[src/design/ptc_pkg.sv]
package ptc_pkg;

  typedef logic        [19:0] adc_t;
  typedef logic signed [19:0] fine_t;
  typedef logic signed [14:0] temp_t;
  typedef logic signed [63:0] scaled_t;
  typedef logic signed [35:0] den_t;
  typedef logic signed [37:0] quo_t;
  typedef logic        [31:0] press_t;

  // calibration register indexes, byte address is 8 * index
  typedef enum logic [1:0] {
    REG_TEMP_CALIB = 2'd0,
    REG_PRESS_A    = 2'd1,
    REG_PRESS_B    = 2'd2,
    REG_PRESS_C    = 2'd3
  } reg_idx_t;

  // unpacked calibration words, first word of each register in bits 47:32
  typedef struct packed {
    logic        [15:0] t1;
    logic signed [15:0] t2;
    logic signed [15:0] t3;
    logic        [15:0] p1;
    logic signed [15:0] p2;
    logic signed [15:0] p3;
    logic signed [15:0] p4;
    logic signed [15:0] p5;
    logic signed [15:0] p6;
    logic signed [15:0] p7;
    logic signed [15:0] p8;
    logic signed [15:0] p9;
  } calib_t;

endpackage

[src/design/ptc_temp.sv]
module ptc_temp (
  input  logic            clk,
  input  logic            rst_n,
  input  logic            en,
  input  ptc_pkg::calib_t cal,
  input  logic            vld_i,
  input  ptc_pkg::adc_t   adc_temp_i,
  input  ptc_pkg::adc_t   adc_press_i,
  output logic            vld_o,
  output ptc_pkg::fine_t  tf_o,
  output ptc_pkg::adc_t   adc_press_o
);

  logic [3:0]          vld_r;
  ptc_pkg::adc_t       press_r [0:3];
  logic signed [17:0]  diff_r, diff_nxt;
  logic signed [16:0]  d_r, d_nxt;
  logic signed [33:0]  m1_r, m1_nxt;
  logic signed [33:0]  dd_r, dd_nxt;
  logic signed [22:0]  a_r, a_nxt;
  logic signed [37:0]  m2_r, m2_nxt;
  logic signed [23:0]  b;
  logic signed [24:0]  sum;
  ptc_pkg::fine_t      tf_r, tf_nxt;

  always_comb begin
    diff_nxt = $signed({1'b0, adc_temp_i[19:3]}) - $signed({1'b0, cal.t1, 1'b0});
    d_nxt    = $signed({1'b0, adc_temp_i[19:4]}) - $signed({1'b0, cal.t1});
    m1_nxt   = diff_r * $signed(cal.t2);
    dd_nxt   = d_r * d_r;
    a_nxt    = m1_r[33:11];
    m2_nxt   = $signed(dd_r[33:12]) * $signed(cal.t3);
    b        = m2_r[37:14];
    sum      = {{2{a_r[22]}}, a_r} + {b[23], b};
    if (sum > 25'sd524287) begin
      tf_nxt = 20'sh7FFFF;
    end else if (sum < -25'sd524288) begin
      tf_nxt = 20'sh80000;
    end else begin
      tf_nxt = sum[19:0];
    end
  end

  always_ff @(posedge clk) begin
    if (!rst_n) begin
      vld_r <= '0;
    end else if (en) begin
      vld_r <= {vld_r[2:0], vld_i};
    end
  end

  always_ff @(posedge clk) begin
    if (en) begin
      diff_r     <= diff_nxt;
      d_r        <= d_nxt;
      m1_r       <= m1_nxt;
      dd_r       <= dd_nxt;
      a_r        <= a_nxt;
      m2_r       <= m2_nxt;
      tf_r       <= tf_nxt;
      press_r[0] <= adc_press_i;
      for (int k = 1; k < 4; k++) begin
        press_r[k] <= press_r[k-1];
      end
    end
  end

  assign vld_o       = vld_r[3];
  assign tf_o        = tf_r;
  assign adc_press_o = press_r[3];

endmodule

[config.mk]
export PLATFORM = sky130hd
export DESIGN_NAME = ptc_temp
export DESIGN_NICKNAME = d
export VERILOG_FILES = /design/src/design/ptc_pkg.sv /design/src/design/ptc_temp.sv
export SDC_FILE = /design/constraint.sdc
export NUM_CORES = 2
export LEC_CHECK = 0
export BUFFER_PORTS_ARGS = -buffer_cell sky130_fd_sc_hd__buf_2
export CORE_MARGIN = 2
export CORE_UTILIZATION = 35
export DETAILED_ROUTE_END_ITERATION = 6
export GPL_TIMING_DRIVEN = 0
export HOLD_SLACK_MARGIN = 0.1
export REMOVE_ABC_BUFFERS = 1
export SYNTH_ARGS = -nofsm -noshare
export SYNTH_HDL_FRONTEND = slang
export SYNTH_SLANG_ARGS = --single-unit
[constraint.sdc]
create_clock -name clk -period 6.1 [get_ports clk]
set_input_delay 0.305 -clock clk [delete_from_list [all_inputs] [get_ports clk]]
set_output_delay 0.305 -clock clk [all_outputs]
set_load 0.02 [all_outputs]
**Yosys cells after proc, flatten, opt, wreduce, memory -nomap -nowiden**

Memory sizes are Yosys's and may differ from the RTL's.
Cells that the tools add are included.

- Muxes and demuxes: 3
- Add/subtract/negate cells: 3
- Magnitude comparators: 2
- $mul: 3

Operators with widths:

| cell | number |
|---|---|
| $mul A22 B16 Y38 | 1 |
| $mul A17 B17 Y34 | 1 |
| $mul A18 B16 Y34 | 1 |
| $add A23 B24 Y25 | 1 |
| $gt A25 B20 Y1 const B | 1 |
| $lt A25 B20 Y1 const B | 1 |
| $mux W20 | 1 |
| $sub A17 B17 Y18 | 1 |
| $sub A16 B16 Y17 | 1 |
| $mux W1 | 2 |

- Memory bits (writable): 80
- Memories: 1
- Output and inout port bits: 41
- Bits of input ports: 236
- Flip-flop bits (word level): 188
- Word-level logic and storage cells: 20

Memory list:

| memory | depth | bits a word | read ports | clocked after memory_dff | wr ports | line | RTL |
|---|---|---|---|---|---|---|---|
| press_r | 4 | 20 | 4 | 0 | 4 | ptc_temp.sv:15 | `ptc_pkg::adc_t press_r [0:3];` |

**Longest topological paths before layout**

- Word-level depth: 3
- Gate-level depth with buffers: 26
- Depth with buffers taken out: 24

**Least setup slack after synthesis**

No wires, ideal clock.

- Kind: flip-flop to flip-flop
- Start: register diff_r[17]
- End: register m1_r[33], data pin
- Setup slack: -0.357 ns
- Required time: 5.840 ns
- Library setup time: 0.260 ns
- Arrival time: 6.197 ns
- Cell stages (with the launch flop): 23
- Buffers on the path: 2
- Period minus slack after synthesis: 6.457 ns
- Cell sequence: edfxtp_1 clkbuf_1 clkbuf_1 nand2_1 inv_1 fa_1 fa_1 inv_1 fa_1 fa_1 inv_1 fa_1 fa_1 ha_1 a21o_1 a21o_1 a21o_1 a21o_1 a21oi_1 o21ai_0 a221oi_1 o21bai_1 xnor2_1

- Word-level cells in the longest chain between the ends: 1

Ends and longest elaborated chain:

| element | line | RTL |
|---|---|---|
| start: declaration | ptc_temp.sv:16 | `logic signed [17:0] diff_r, diff_nxt;` |
| start signal: assignment | ptc_temp.sv:54 | `diff_r <= diff_nxt;` |
| $mul A18 B16 Y34 | ptc_temp.sv:29 | `m1_nxt = diff_r * $signed(cal.t2);` |
| net m1_nxt[33] | ptc_temp.sv:18 | `logic signed [33:0] m1_r, m1_nxt;` |
| end signal: assignment | ptc_temp.sv:56 | `m1_r <= m1_nxt;` |
| end: declaration | ptc_temp.sv:18 |  |

The timed path passes the listed nets, and every way through them passes these cells.
A chain may end at the register's enable or synchronous reset.

**Worst setup path in the final report**

- Start: register diff_r[10]
- End: register m1_r[30], data pin

The elaborated chain is that of the path after synthesis.

==> results.md <==
- The transition time of the tightest slew-check pin is 1200 ps.
- Along the worst path, the maximum fanout reaches 8.
- The accumulated negative setup slack is -5510 ps.
- The first detailed-routing pass took 5 iterations.
- The number of input and output port buffers inserted is ~130.
- After synthesis the cells add up to slightly above 0.04 mm2.
- The proportion of synthesized chip area in sequential cells is 0.157.
- The floorplan has between 100 and 150 rows.
- The vertical extent of the die is approximately 340 um.
- STA classifies the critical path endpoint as a register.
- The smallest clock period supported by the final layout is computed as between 6000 and 7000 ps.
- After detailed routing, the number of vias per cell comes to roughly 4.7.
- The standard cell core area is 0.116 mm2.
- Counting flops with an async set or reset pin after synthesis yields a share of 0.
- The mux cell area share after synthesis is 0.00126.
- Measured against its own limit, the worst slew margin works out to 0.199.
- The synthesized-area fraction occupied by ao, oa, aoi and oai cells is 0.0433.
- The path category of the worst min-delay check is in -> reg.
- The final reports fail on setup timing.
- For this run, the post-layout net count is 5837.
- The count of mapped cells out of synthesis is just over 4000.
- The ratio of cells with drive above 1 in the final layout is 0.166.
- The remaining routing DRC violations is 0.
- The main flop type after synthesis is edfxtp_1.
- The number of diodes added for antenna fixing is 0.
- Of the total synthesized cell area, the portion taken by XOR and XNOR cells is 0.0256.
- The run finished, with violations left.
- The multi-input combinational cells in the finished layout cover a total of 0.0310 mm2.
- Setup slack on the worst reg-to-reg path comes out at -340 ps.
- The global-route wire length before repair is around 160000 um.
- The critical path startpoint category is a register.
- In the layout the commonest cells are 1050 x inv_1, 877 x fa_1, 455 x nand2_1.
- The worst clock skew on the final layout is between 9 and 10 ps.
- The global-route congestion overflow total is 0.
- Setup slack on the critical path of the routed design comes to -337 ps.
- The count of vias placed by the detailed router is 27900.
- The synthesis-stage register bit count is 214.
- The achievable frequency is between 150 and 200 MHz.
- The clock-pin slew of the registers on the worst-case setup and hold paths is around 70 ps.
- between 200 and 300 I/O pins were placed.
- The via count of the first global-routing pass is 30500.
- Of the total synthesized cell area, the portion taken by full adders, half adders and majority gates is 0.539.
- The area fraction in and, or, nand and nor cells after synthesis is 0.119.
- The depth of the worst register-to-register path is 22.
- The startpoint of the most critical hold path is cal[176].
- By area, the combinational part of the netlist is dominated by adder cells.
- The number of nets with antenna violations after detailed routing is 0.
- The maximum count of clock buffers along a single path is 3.
- For hold timing, the worst endpoint is diff_r[1].
- The count of flip-flops with a built-in enable after synthesis is 210.
- Data arrives at the worst endpoint at ~7000 ps.
- The placed wire-length estimate is 74200 um.
- Data on the critical path is required at its endpoint by 6500 ps.
- The detailed router finished its first iteration with approximately 1400 violations.
- Entering global routing, the biggest net connects approximately 120 pins.
- With fillers left out, the area of the finished cells amounts to just under 0.05 mm2.
- The count of endpoints failing setup in the final report is 34.
- The endpoint identified for the worst register-to-register timing path is m1_r[30].
- The worst hold path cell count is 3.
- The worst reg2reg path startpoint is diff_r[10].
- The signal on the critical path passes through buf_6 -> buf_12 -> nand2_4 -> fa_1 -> inv_2 -> fa_1 -> fa_1 -> inv_2 -> fa_1 -> inv_2 -> fa_1 -> fa_1 -> ha_4 -> a21o_1 -> a21oi_4 -> o31ai_4 -> a21bo_4 -> buf_6 -> a31o_4 -> a31o_4 -> or4b_4 -> nand3_4.
- The number of endpoints with negative hold slack in the final report is 0.
- The CTS tree is built.
- Leaving out filler cells and counting taps, the final layout contains approximately 5900.
- The area taken by flip-flops and latches is about 0.0064 mm2.
- The max-slew violation total from the final report is 0.
- Dividing the final minimum period by the clock period gives 1.06.
- The number of maximum-capacitance violations is 0.
- From synthesis to final layout, the design area changed by 19.2%.
- The critical path's largest stage delay is between 500 and 600 ps.
- In the global route stage, overall resource usage came out at 0.175.
- Across all hold checks on the routed design, the worst slack comes to approximately 160 ps.
- After synthesis, the mean cell area works out to around 10 um2.
- The average detailed-routed wire length per instance is about 17 um.
- The master of the slowest instance on the critical path is fa_1.
- In this run, placement finished with an instance count of around 5600.
- The critical path class is reg -> reg.
- The number of different library cells used by synthesis comes to 69.
- The cell with the most instances on the worst path is fa_1.
- The tree is rooted in a clkbuf_16.
- The count of clock tree sinks is 214.
- The final RePlAce weighted congestion is between 0.8 and 0.9.
- The die covers 0.119 mm2.
- The number of buffers added by the clock tree synthesis step is 25.
- For the worst-skew pair, the clock arrives at the later sink with an insertion delay of around 540 ps.
- The starting density of the core is 0.351.
- The layout has 11000 filler cells.
- Setup repair after global routing could not meet its margin everywhere.
- The CTS H-tree depth is 1.
- The width of the die is between 300 and 400 um.
- The placed cell area is between 0.04 and 0.05 mm2.
- The number of antenna violations at the first check in global routing came to 1.
- During synthesis, Yosys emitted a total of 0 warnings.
- The most frequent standard cell in the layout excluding fill and tap cells is inv_1.
- After detailed routing, the total wire length is about 100000 um.
==> per-stage QoR <==
stage,setup slack (ps),utilization
2_1_floorplan,-374,-
3_3_place_gp,-1790,0.369
3_5_place_dp,-1780,0.373
4_1_cts,-379,0.407
5_1_grt,-507,0.419
6_report,-337,0.419
==> final cells by class <==
type / count / area share
clock buffer: 29 / 0.0132
clock inverter: 16 / 0.00336
inverter: 1097 / 0.0853
multi-input combinational: 2610 / 0.640
sequential: 214 / 0.132
tap: 1524 / 0.0394
timing repair buffer: 447 / 0.0875
==> cells by family (layout without fill, tap and decap cells) <==
group	Yosys count	after routing
xor+xnor	119	119
flops	214	214
fa+ha+maj	1206	1206
mux	5	5
simple gates	1021	1021
buf+inv	1236	1589
compound gates	259	259
==> worst max path at each step <==
| stage | endpoint | slack, ps | from |
|---|---|---|---|
| floorplan | m1_r[33] | -370 | diff_r[17] |
| global placement | dd_r[33] | -1790 | diff_r[6] |
| detailed placement | dd_r[33] | -1780 | diff_r[17] |
| CTS | m1_r[33] | -380 | diff_r[7] |
| global route | m1_r[30] | -510 | diff_r[10] |
| finish | m1_r[30] | -340 | diff_r[10] |
==> critical path, delay by kind of cell (launching register included) <==
kind	cells	cell delay, ps
adder cells (fa/ha/maj)	7	3420
flip-flops	1	440
AO/OA/AOI/OAI	6	1240
AND/OR/NAND/NOR	3	670
buffers and inverters	6	520
==> routing by layer <==
metal | up-vias | global-route usage | part of all wire
li1 | 12700 | - | -
met1 | 14500 | 0.230 | 0.42
met2 | 595 | 0.310 | 0.50
met3 | 144 | 0.0181 | 0.045
met4 | 0 | 0.0401 | 0.031
met5 | - | 0 | 0
==> synth_stat cells (all sizes together) (5+ instances only) <==
library cell	count	area, um2
inv	1096	4110
fa	908	18200
nand2	484	1820
ha	298	3730
and2	293	1830
edfxtp	210	6310
clkbuf	135	507
nor2	122	458
xnor2	91	797
a21oi	61	305
o21ai	38	190
xor2	28	245
a21o	27	203
o21a	24	180
nor3	22	110
nor2b	21	131
o22ai	21	131
nand3	19	95.1
nand2b	17	106
nand4	11	68.8
a211oi	10	75.1
and3	10	62.6
a31oi	9	56.3
o21bai	8	60.1
a21boi	6	45.0
o211ai	5	37.5
o31a	5	43.8
or3	5	31.3
==> flip-flops by register name (all words and copies together) (netlist names) <==
signal   cells
vld_r        4
tf_o        20
a_r         23
press_r     80
m1_r        23
m2_r        24
diff_r      18
dd_r        22
==> repair_timing <==
item | in CTS | in global routing
endpoints found under the hold margin | 25 | 0
endpoints found under the setup margin | 61 | 51
hold buffers | 23 | 0
buffers inserted | 198 | 74
gates cloned | 5 | 5
pin swaps | 109 | 123
gates resized for setup | 217 | 198
Power is not shown: default switching activity piles up to over one toggle a cycle in this logic, so the estimate is an artifact.
